`src/design/thec_pkg.sv`:
```
// Shared types for the two-hypothesis evidence combiner.
// Request structs for both channels and the per-source flag group.
// No dependencies.
`timescale 1ns / 1ps

package thec_pkg;

  // Width of every mass field on the ports
  localparam int FIELD_W = 16;

  // One evidence source request
  typedef struct packed {
    logic [FIELD_W-1:0] positive_mass;
    logic [FIELD_W-1:0] negative_mass;
    logic               last_source;
  } in_item_t;

  // One combined result request
  typedef struct packed {
    logic [FIELD_W-1:0] yes_belief;
    logic [FIELD_W-1:0] no_belief;
    logic [FIELD_W-1:0] uncertain_belief;
    logic [FIELD_W-1:0] conflict_belief;
    logic               bad_input;
  } out_item_t;

  // Control flags that travel with a prepared source
  typedef struct packed {
    logic last;
    logic bad;
  } src_flags_t;

endpackage

```
`src/design/thec_prep.sv`:
```
// Source preparation: saturates the raw masses, derives the theta mass and
// flags a source whose masses sum above one. Depends on thec_pkg.
`timescale 1ns / 1ps

module thec_prep #(
  parameter int FRAC_BITS = 15
) (
  input  thec_pkg::in_item_t         raw,
  output logic [FRAC_BITS:0]         src_yes,
  output logic [FRAC_BITS:0]         src_no,
  output logic [FRAC_BITS:0]         src_theta,
  output thec_pkg::src_flags_t       src_flags
);

  localparam int MW = FRAC_BITS + 1;
  localparam int XW = ((MW > thec_pkg::FIELD_W) ? MW : thec_pkg::FIELD_W) + 1;
  localparam logic [XW-1:0] ONE_X = XW'(1) << FRAC_BITS;

  logic [XW-1:0] p_x;
  logic [XW-1:0] n_x;
  logic [XW-1:0] sum_x;
  logic          bad;

  // widen so the sum and the compare against one cannot wrap
  assign p_x   = XW'(raw.positive_mass);
  assign n_x   = XW'(raw.negative_mass);
  assign sum_x = p_x + n_x;
  assign bad   = (sum_x > ONE_X);

  // saturate each mass at one; theta clamps to zero on a bad source
  assign src_yes   = (p_x > ONE_X) ? MW'(ONE_X) : MW'(p_x);
  assign src_no    = (n_x > ONE_X) ? MW'(ONE_X) : MW'(n_x);
  assign src_theta = bad ? '0 : MW'(ONE_X - sum_x);

  assign src_flags.last = raw.last_source;
  assign src_flags.bad  = bad;

endmodule

```
`src/design/thec_fold.sv`:
```
// Running-mass fold: holds the group's yes/no/theta masses and folds one
// prepared source in per cycle, while adv is high, by the unnormalized
// combination rule. Depends on thec_pkg.
`timescale 1ns / 1ps

module thec_fold #(
  parameter int FRAC_BITS = 15
) (
  input  logic                 clk,
  input  logic                 rst_n,
  input  logic                 adv,
  input  logic [FRAC_BITS:0]   src_yes,
  input  logic [FRAC_BITS:0]   src_no,
  input  logic [FRAC_BITS:0]   src_theta,
  input  thec_pkg::src_flags_t src_flags,
  output logic [FRAC_BITS:0]   new_yes,
  output logic [FRAC_BITS:0]   new_no,
  output logic [FRAC_BITS:0]   new_theta,
  output logic                 new_err
);

  localparam int MW = FRAC_BITS + 1;
  localparam int PW = 2 * MW;
  localparam int SW = MW + 2;
  localparam logic [SW-1:0] ONE_S = SW'(1) << FRAC_BITS;

  logic [MW-1:0] run_yes_r, run_yes_nxt;
  logic [MW-1:0] run_no_r, run_no_nxt;
  logic [MW-1:0] run_theta_r, run_theta_nxt;
  logic          first_pending_r, first_pending_nxt;
  logic          error_seen_r, error_seen_nxt;

  logic [SW-1:0] yes_sum;
  logic [SW-1:0] no_sum;
  logic [SW-1:0] theta_sum;

  // truncated Q product, result extended to the sum width
  function automatic logic [SW-1:0] qmul(input logic [MW-1:0] a, input logic [MW-1:0] b);
    logic [PW-1:0] prod;
    prod = PW'(a) * PW'(b);
    return SW'(prod >> FRAC_BITS);
  endfunction

  function automatic logic [MW-1:0] sat_one(input logic [SW-1:0] v);
    return (v > ONE_S) ? MW'(ONE_S) : MW'(v);
  endfunction

  // combination products, all independent of each other
  always_comb begin
    yes_sum   = qmul(run_yes_r, src_yes) + qmul(run_yes_r, src_theta)
              + qmul(run_theta_r, src_yes);
    no_sum    = qmul(run_no_r, src_no) + qmul(run_no_r, src_theta)
              + qmul(run_theta_r, src_no);
    theta_sum = qmul(run_theta_r, src_theta);
  end

  // first source of a group loads, later ones fold
  always_comb begin
    if (first_pending_r) begin
      new_yes   = src_yes;
      new_no    = src_no;
      new_theta = src_theta;
      new_err   = src_flags.bad;
    end else begin
      new_yes   = sat_one(yes_sum);
      new_no    = sat_one(no_sum);
      new_theta = sat_one(theta_sum);
      new_err   = error_seen_r | src_flags.bad;
    end
  end

  // state update on each advancing source
  always_comb begin
    run_yes_nxt       = run_yes_r;
    run_no_nxt        = run_no_r;
    run_theta_nxt     = run_theta_r;
    first_pending_nxt = first_pending_r;
    error_seen_nxt    = error_seen_r;
    if (adv) begin
      run_yes_nxt       = new_yes;
      run_no_nxt        = new_no;
      run_theta_nxt     = new_theta;
      first_pending_nxt = src_flags.last;
      error_seen_nxt    = src_flags.last ? 1'b0 : new_err;
    end
  end

  always_ff @(posedge clk) begin
    if (!rst_n) begin
      run_yes_r       <= '0;
      run_no_r        <= '0;
      run_theta_r     <= '0;
      first_pending_r <= 1'b1;
      error_seen_r    <= 1'b0;
    end else begin
      run_yes_r       <= run_yes_nxt;
      run_no_r        <= run_no_nxt;
      run_theta_r     <= run_theta_nxt;
      first_pending_r <= first_pending_nxt;
      error_seen_r    <= error_seen_nxt;
    end
  end

endmodule

```
`src/design/two_hypothesis_evidence_combiner.sv`:
```
// Two-hypothesis evidence combiner, top level: input register, fold stage
// and result register. Depends on thec_pkg, thec_prep and thec_fold.
//
// Usage:
//   Each request on the in_ channel carries one evidence source's yes and
//   no masses in unsigned Q1.FRAC_BITS plus a last_source mark. Sources of
//   a group are folded into running yes/no/theta masses; the request marked
//   last produces one result request on the out_ channel with the combined
//   yes, no and theta masses, the empty-set (conflict) mass and a flag for
//   any source of the group whose masses summed above one.
//   Throughput: one source per cycle while no last source waits on a stalled
//   result; the fold of the running masses is combinational (seven parallel
//   multiplies feeding three saturating sums). A last source passes the input
//   register and fold stage and is loaded into the result register for out_.
//   Sources without the last mark produce no result.
//   Stall: while out_stall holds a result, sources keep flowing until a
//   last-marked source reaches the fold stage; it then waits there and
//   in_stall rises until the result register frees up.
//   Reset (rst_n low, synchronous): both channels go empty and the next
//   source starts a new group.
`timescale 1ns / 1ps

module two_hypothesis_evidence_combiner #(
  parameter int FRAC_BITS = 15
) (
  input  logic                clk,
  input  logic                rst_n,
  input  logic                in_valid,
  output logic                in_stall,
  input  thec_pkg::in_item_t  in_data,
  output logic                out_valid,
  input  logic                out_stall,
  output thec_pkg::out_item_t out_data
);

  localparam int MW = FRAC_BITS + 1;
  localparam int OW = (MW > thec_pkg::FIELD_W) ? MW : thec_pkg::FIELD_W;
  localparam int SW = MW + 2;
  localparam logic [SW-1:0] ONE_S = SW'(1) << FRAC_BITS;

  // prepared source, combinational from the port
  logic [MW-1:0]        prep_yes, prep_no, prep_theta;
  thec_pkg::src_flags_t prep_flags;

  // input register
  logic                 s1_valid_r, s1_valid_nxt;
  logic [MW-1:0]        s1_yes_r, s1_no_r, s1_theta_r;
  thec_pkg::src_flags_t s1_flags_r;

  // fold results
  logic [MW-1:0]        fold_yes, fold_no, fold_theta;
  logic                 fold_err;

  // result register
  logic                 out_valid_r, out_valid_nxt;
  logic [MW-1:0]        out_yes_r, out_no_r, out_theta_r;
  logic                 out_bad_r;

  logic                 out_free;
  logic                 s1_adv;
  logic                 s1_load;
  logic                 out_load;
  logic [SW-1:0]        sum3;
  logic [MW-1:0]        conflict;
  logic [OW-1:0]        yes_w, no_w, theta_w, conflict_w;

  thec_prep #(.FRAC_BITS(FRAC_BITS)) u_prep (
    .raw       (in_data),
    .src_yes   (prep_yes),
    .src_no    (prep_no),
    .src_theta (prep_theta),
    .src_flags (prep_flags)
  );

  // handshake: a last source can only leave the fold stage into a free slot
  assign out_free = !out_valid_r || !out_stall;
  assign s1_adv   = s1_valid_r && (!s1_flags_r.last || out_free);
  assign out_load = s1_adv && s1_flags_r.last;
  assign in_stall = s1_valid_r && !s1_adv;
  assign s1_load  = in_valid && !in_stall;

  always_comb begin
    s1_valid_nxt = s1_valid_r;
    if (s1_load) begin
      s1_valid_nxt = 1'b1;
    end else if (s1_adv) begin
      s1_valid_nxt = 1'b0;
    end
  end

  always_comb begin
    out_valid_nxt = out_valid_r;
    if (out_load) begin
      out_valid_nxt = 1'b1;
    end else if (!out_stall) begin
      out_valid_nxt = 1'b0;
    end
  end

  always_ff @(posedge clk) begin
    if (!rst_n) begin
      s1_valid_r  <= 1'b0;
      out_valid_r <= 1'b0;
    end else begin
      s1_valid_r  <= s1_valid_nxt;
      out_valid_r <= out_valid_nxt;
    end
  end

  // payload registers
  always_ff @(posedge clk) begin
    if (s1_load) begin
      s1_yes_r   <= prep_yes;
      s1_no_r    <= prep_no;
      s1_theta_r <= prep_theta;
      s1_flags_r <= prep_flags;
    end
    if (out_load) begin
      out_yes_r   <= fold_yes;
      out_no_r    <= fold_no;
      out_theta_r <= fold_theta;
      out_bad_r   <= fold_err;
    end
  end

  thec_fold #(.FRAC_BITS(FRAC_BITS)) u_fold (
    .clk       (clk),
    .rst_n     (rst_n),
    .adv       (s1_adv),
    .src_yes   (s1_yes_r),
    .src_no    (s1_no_r),
    .src_theta (s1_theta_r),
    .src_flags (s1_flags_r),
    .new_yes   (fold_yes),
    .new_no    (fold_no),
    .new_theta (fold_theta),
    .new_err   (fold_err)
  );

  // conflict mass from the held result, clamped at zero
  assign sum3     = SW'(out_yes_r) + SW'(out_no_r) + SW'(out_theta_r);
  assign conflict = (sum3 >= ONE_S) ? '0 : MW'(ONE_S - sum3);

  // fit to the 16-bit port fields
  assign yes_w      = OW'(out_yes_r);
  assign no_w       = OW'(out_no_r);
  assign theta_w    = OW'(out_theta_r);
  assign conflict_w = OW'(conflict);

  always_comb begin
    out_data.yes_belief       = yes_w[thec_pkg::FIELD_W-1:0];
    out_data.no_belief        = no_w[thec_pkg::FIELD_W-1:0];
    out_data.uncertain_belief = theta_w[thec_pkg::FIELD_W-1:0];
    out_data.conflict_belief  = conflict_w[thec_pkg::FIELD_W-1:0];
    out_data.bad_input        = out_bad_r;
  end

  assign out_valid = out_valid_r;

endmodule

```
`config.mk`:
```
export PLATFORM = sky130hd
export DESIGN_NAME = two_hypothesis_evidence_combiner
export DESIGN_NICKNAME = d
export VERILOG_FILES = /design/src/design/thec_pkg.sv /design/src/design/thec_prep.sv /design/src/design/thec_fold.sv /design/src/design/two_hypothesis_evidence_combiner.sv
export SDC_FILE = /design/constraint.sdc
export NUM_CORES = 2
export LEC_CHECK = 0
export BUFFER_PORTS_ARGS = -buffer_cell sky130_fd_sc_hd__buf_2
export CAP_MARGIN = 15
export CORE_MARGIN = 2
export CORE_UTILIZATION = 50
export CTS_CLUSTER_DIAMETER = 150
export CTS_CLUSTER_SIZE = 12
export DETAILED_ROUTE_END_ITERATION = 16
export PLACE_DENSITY = 0.66
export REMOVE_ABC_BUFFERS = 1
export SYNTH_ARGS = -nofsm -noshare
export SYNTH_HDL_FRONTEND = slang
export SYNTH_SLANG_ARGS = --single-unit
```
`constraint.sdc`:
```
create_clock -name clk -period 13.1 [get_ports clk]
set_clock_uncertainty 0.05 [all_clocks]
set_input_delay 1.31 -clock clk [delete_from_list [all_inputs] [get_ports clk]]
set_output_delay 1.31 -clock clk [all_outputs]
set_load 0.02 [all_outputs]
```
# Word-level counts from Yosys, hierarchy flattened

Index checks and enable logic that the tools add are counted.

Flip-flop bits (word level): 151
Input bits: 37

$add $sub $neg: 9
Multipliers: 7
$lt $le $gt $ge: 7
Equal/unequal tests: 1
Muxes and demuxes: 13
Bitwise operators: 1
Reductions and logical operators: 12

Operator list:

| kind                                                                     | count |
|---|---|
| 16-bit by 16-bit multiplier with 32-bit output                           | 7 |
| 16-bit two-way mux                                                       | 7 |
| 17-bit by 17-bit adder with 18-bit output                                | 2 |
| 18-bit by 17-bit adder with 18-bit output                                | 2 |
| 18-bit by 16-bit > comparator with 1-bit output (second input constant)  | 2 |
| 16-bit by 16-bit adder with 17-bit output                                | 2 |
| 17-bit by 16-bit > comparator with 1-bit output (second input constant)  | 2 |
| 16-bit > comparator (second input constant)                              | 2 |
| 16-bit subtractor (first input constant)                                 | 2 |
| 17-bit by 16-bit adder with 18-bit output                                | 1 |
| 18-bit by 16-bit >= comparator with 1-bit output (second input constant) | 1 |
| 1-bit two-way mux                                                        | 6 |
| 1-bit zero test                                                          | 5 |
| 1-bit logical AND                                                        | 4 |
| 1-bit logical OR                                                         | 2 |
| 2-bit by 1-bit inequality test with 1-bit output (second input constant) | 1 |
| 2-bit nonzero test                                                       | 1 |
| 1-bit bitwise OR                                                         | 1 |

# Depth between registers and ports, before layout

Depth in word-level cells: 9
Depth in mapped cells: 40
Gate-level depth less buffers: 37

# Cells and area by module

Synthesis repeated with hierarchy kept, for this count alone.

Cells, all modules: 7674
Area total of the unflattened synthesis: 67603.6 µm²

Modules (own cells, without submodules):

| module                           | instances | cells each | area an instance (µm²) | sequential area each (µm²) |
|---|---|---|---|---|
| thec_fold                        | 1         | 7143       | 61331.3                | 1001.0 |
| two_hypothesis_evidence_combiner | 1         | 284        | 4526.8                 | 3012.9 |
| thec_prep                        | 1         | 247        | 1745.4                 | 0.0 |

# Worst setup path before layout

No wires, ideal clock.

Path kind: register to register
Start point: reg s1_theta_r[1]
End point: reg out_no_r[11], in the netlist no_w[11] (data pin)
Setup time: 0.267 ns
Arrival time: 9.160 ns
Required time: 12.783 ns
Setup slack: 3.623 ns
Cell stages (with the launch flop): 35
Path buffers: 3
Period minus slack after synthesis: 9.477 ns
Path through: edfxtp_1 > clkbuf_1 > clkbuf_1 > nand2_1 > fa_1 > fa_1 > fa_1 > inv_1 > fa_1 > fa_1 > inv_1 > fa_1 > inv_1 > ha_1 > a21o_1 > a21o_1 > a21o_1 > a22o_1 > or3_1 > and3_1 > or2_2 > fa_1 > inv_1 > ha_1 > nor2b_1 > o21a_1 > o21a_1 > o31a_1 > a211oi_1 > o21bai_1 > a211o_1 > a221o_1 > o21ai_1 > clkbuf_1 > o21ai_0

Longest elaborated chain between the ends: 6

RTL lines:

| what                                             | RTL line                                | RTL |
|---|---|---|
| start: declaration                               | two_hypothesis_evidence_combiner.sv:47  | `logic [MW-1:0] s1_yes_r, s1_no_r, s1_theta_r;` |
| start signal: assignment                         | two_hypothesis_evidence_combiner.sv:115 | `s1_theta_r <= prep_theta;` |
| 16-bit by 16-bit multiplier with 32-bit output * | thec_fold.sv:40                         | `prod = PW'(a) * PW'(b);` |
| 17-bit by 17-bit adder with 18-bit output *      | thec_fold.sv:52                         | `no_sum = qmul(run_no_r, src_no) + qmul(run_no_r, src_theta)` |
| 18-bit by 17-bit adder with 18-bit output *      | thec_fold.sv:53                         | `+ qmul(run_theta_r, src_no);` |
| 18-bit by 16-bit > comparator with 1-bit output  | thec_fold.sv:45                         | `return (v > ONE_S) ? MW'(ONE_S) : MW'(v);` |
| 16-bit two-way mux *                             | thec_fold.sv:45                         |  |
| 16-bit two-way mux *                             | thec_fold.sv:59                         | `if (first_pending_r) begin` |
| via fold_no[11]                                  | two_hypothesis_evidence_combiner.sv:51  | `logic [MW-1:0] fold_yes, fold_no, fold_theta;` |
| end signal: assignment                           | two_hypothesis_evidence_combiner.sv:120 | `out_no_r <= fold_no;` |
| end: declaration                                 | two_hypothesis_evidence_combiner.sv:56  | `logic [MW-1:0] out_yes_r, out_no_r, out_theta_r;` |

The timed path passes the listed nets; every way through them passes the cells marked *.
A chain may end at the register's enable or synchronous reset.

# Final worst setup path

Start point: reg s1_no_r[6]
End point: reg out_no_r[3], in the netlist no_w[3] (data pin)

Longest elaborated chain between the ends: 6
Elaborated cells between the ends (all ways): 7
Classes of those cells: add/sub (2); mul (2); order compare (1); mux (2)

RTL lines:

| what                                            | RTL line                                | RTL |
|---|---|---|
| start: declaration                              | two_hypothesis_evidence_combiner.sv:47  |  |
| start signal: assignment                        | two_hypothesis_evidence_combiner.sv:114 | `s1_no_r <= prep_no;` |
| 16-bit by 16-bit multiplier with 32-bit output  | thec_fold.sv:40                         |  |
| 17-bit by 17-bit adder with 18-bit output       | thec_fold.sv:52                         |  |
| 18-bit by 17-bit adder with 18-bit output *     | thec_fold.sv:53                         |  |
| 18-bit by 16-bit > comparator with 1-bit output | thec_fold.sv:45                         |  |
| 16-bit two-way mux *                            | thec_fold.sv:45                         |  |
| 16-bit two-way mux *                            | thec_fold.sv:59                         |  |
| via fold_no[3]                                  | two_hypothesis_evidence_combiner.sv:51  |  |

Marks and branches as above.

==> impl_metrics.toml <==
[worst_setup_path]
start_kind = "flip-flop"
rr_startpoint = "s1_no_r[6]"
worstSetupEndpointType = "flip-flop"
path_class = "reg -> reg"
r2r_cells = 37
critical-path-max-stage-delay_ns = 1.12
critPathMaxFanout = 22
required_ns = 13.30
crit_top_cell = "fa_1"
slowest_stage = "edfxtp_1"
ff2ff_setup_slack_ns = 1.87
rr_endpoint = "no_w[3]"
cp.arrival_ns = 11.43

[synthesis]
synth_flop_cell = "edfxtp_1"
ys_top_cells_by_area = "fa_1 42%, ha_1 14%, inv_1 9.6%"
ys_seq_elements = 151
ys.warnings.count = 0
synth_edf_count = 99
synthTopCellsByCount = "1722 x inv_1, 1405 x fa_1, 1175 x nand2_1"
yosysMostFrequentCell = "inv_1"
synth_cell_types = 100
yosysSeqAreaShare_pct = 5.96
netlist_area_um2 = 67400
synth.avg_cell_area_um2 = 8.80
synth_top_area_share_pct = 41.8
async_flop_share_pct = 0
synth.largest_area_cell = "fa_1"
synth_cells = 7652

[place]
gp_congestion = 0.932
io_buffers = 103
dp.cells = 9256
dp_hpwl_mm = 145

[clock_tree]
cts-buffers-inserted = 17
max-clock-path-buffers = 2
clockRootBuffer = "clkbuf_16"
tritoncts = "built"
cts.sinks = 151
clkTransAtPathRegs_ns = 0.08
clkLatencyLatePin_ns = 0.52
htree_levels = 4
post-cts-setup-buffer-count = 0
hold_buffers = 0
cts_resized = 0

[power]
pwr-share-clk_pct = 7.8
internal_power_mw = 3.02
swShare_pct = 56.2
powerDensity_nw_per_um2 = 98.3
power_frac_seq_pct = 10.6
p_sw_mw = 3.88
p_comb_share_pct = 81.5
peakVddDrop_mv = 0.269
leakagePower_nw = 36.1

[worst_hold_path]
hold_path.class = "reg -> reg"
hold-path-cell-count = 2
min_from = "out_valid"
whs_endpoint = "out_valid"

[cells_and_area]
final_cells = 9295
fin_nets = 9722
syn2layout_area_growth_pct = 4.20
drive_gt1_share_pct = 4.96

[drt]
ant_nets = 0
wl_per_cell_um = 19.9
viasPerCell = 5.50
drcViolationCount = 0
drt-total-wl_mm = 185
num_vias = 51100
drt_iter0_markers = 4158
firstDrtPassIters = 6

[sta]
tightest_slew_ns = 1.17
fmax_mhz = 89.1
rsz0062_at_grt = "false"
setup_viol = 0
fin_tns_setup_ns = 0
hold_viol_final = 0
min_period_ns = 11.23
drv_slew = 0
final.period_utilization_pct = 85.7
slew_headroom_pct = 22.2

[grt]
grt_start_max_net_pins = 56
grt_pass1_vias = 53400
grt_usage_pct = 28.3
grt_pass1_wl_mm = 302
grt_overflow = 0
antenna_found_initial = 7

[floorplanning]
fp.dieW_um = 371
floorplan.initialDensity_pct = 50.4
fp.coreArea_um2 = 134000
chipHeight_um = 371
row_count = 134
ioPinCount = 104
die_area_um2 = 138000

[flow_run]
maxCapViolCount = 0

[run_status]
status = "complete, no violations"
## layout by cell type (no fill, tap or decap), types with 59 or more instances in the layout
cell and count:
o21ai_0 110, edfxtp_1 99, nor2_1 159, nand3_1 59, buf_2 103, and2_1 737, buf_4 135, a21o_1 61
ha_1 772, xnor2_1 118, nor3_1 61, a21oi_1 124, nand2_1 1174, fa_1 1405, inv_1 1721
## routing by layer
metal	GRT usage, %	share of wire, %	vias up	wire length [µm]
li1	-	-	22800	-
met1	41.8	44	26000	82200
met2	42.7	43	2076	80200
met3	5.24	9.0	277	16600
met4	7.75	3.2	4	5860
met5	0	0.011	-	21
## cell families after synthesis
logic type	synth area share (%)
simple gates	17.5
fa+ha+maj	56.1
buf+inv	12.0
compound gates	6.08
xor+xnor	2.21
flops	5.96
mux	0.184
## worst max-delay path by stage
stage,startpoint,to,slack [ns],cells after the start
after global placement,s1_yes_r[2],u_fold.run_yes_r[7],1.89,33
after detailed placement,s1_yes_r[7],u_fold.run_yes_r[11],2.04,31
final,s1_no_r[6],no_w[3],1.87,37
after global routing,s1_theta_r[6],u_fold.run_yes_r[11],1.31,33
after floorplan,s1_theta_r[1],no_w[0],3.35,31
after CTS,s1_yes_r[7],u_fold.run_yes_r[11],1.96,31
## layout make-up
| cell class | count | area, µm² |
|---|---|---|
| fillers | 12400 | 63400 |
| multi-input cells | 5374 | 55300 |
| flip-flops and latches | 151 | 4040 |
| inverters | 1724 | 6470 |
| diodes | 6 | 15.0 |
| well taps | 1768 | 2210 |
| clock inverters | 15 | 174 |
| clock buffers | 17 | 425 |
| repair buffers | 240 | 1540 |
## metrics by stage
stage | hold WS [ns] | power (mW) | util [%] | setup WS (ns) | instance area [µm²]
2_1_floorplan | 0.404 | 4.72 | - | 3.35 | 65800
3_3_place_gp | 0.415 | 6.16 | 52.1 | 1.89 | 69600
3_5_place_dp | 0.417 | 6.25 | 52.1 | 2.04 | 69600
4_1_cts | 0.435 | 6.84 | 52.5 | 1.96 | 70200
5_1_grt | 0.476 | 7.71 | 52.5 | 1.31 | 70200
6_report | 0.438 | 6.90 | 52.5 | 1.87 | 70200
## registers in the layout, indices dropped and copies added (netlist names)
register                count
s1_valid_r                  1
u_fold.run_theta_r         16
out_valid                   1
u_fold.error_seen_r         1
no_w                       16
out_bad_r                   1
s1_no_r                    16
out_yes_r                  16
s1_theta_r                 16
u_fold.run_yes_r           16
s1_yes_r                   16
s1_flags_r                  2
out_theta_r                16
u_fold.first_pending_r      1
u_fold.run_no_r            16
## power groups by stage
stage,Clock (mW),Sequential [mW],Combinational (mW)
CTS,0.546,0.726,5.56
detailed placement,0,0.736,5.51
global placement,0,0.735,5.42
global route,0.561,0.737,6.42
floorplan,0,0.758,3.96
finish,0.540,0.734,5.63
## worst max-delay path, delay by kind of cell (launching register included)
| family | cells | cell delay [ns] |
|---|---|---|
| compound gates | 17 | 3.97 |
| xor+xnor | 1 | 0.29 |
| fa+ha+maj | 9 | 3.82 |
| buf+inv | 7 | 0.96 |
| flops | 1 | 1.12 |
| simple gates | 3 | 0.70 |
Note: power is estimated with default switching activity, not from simulation.
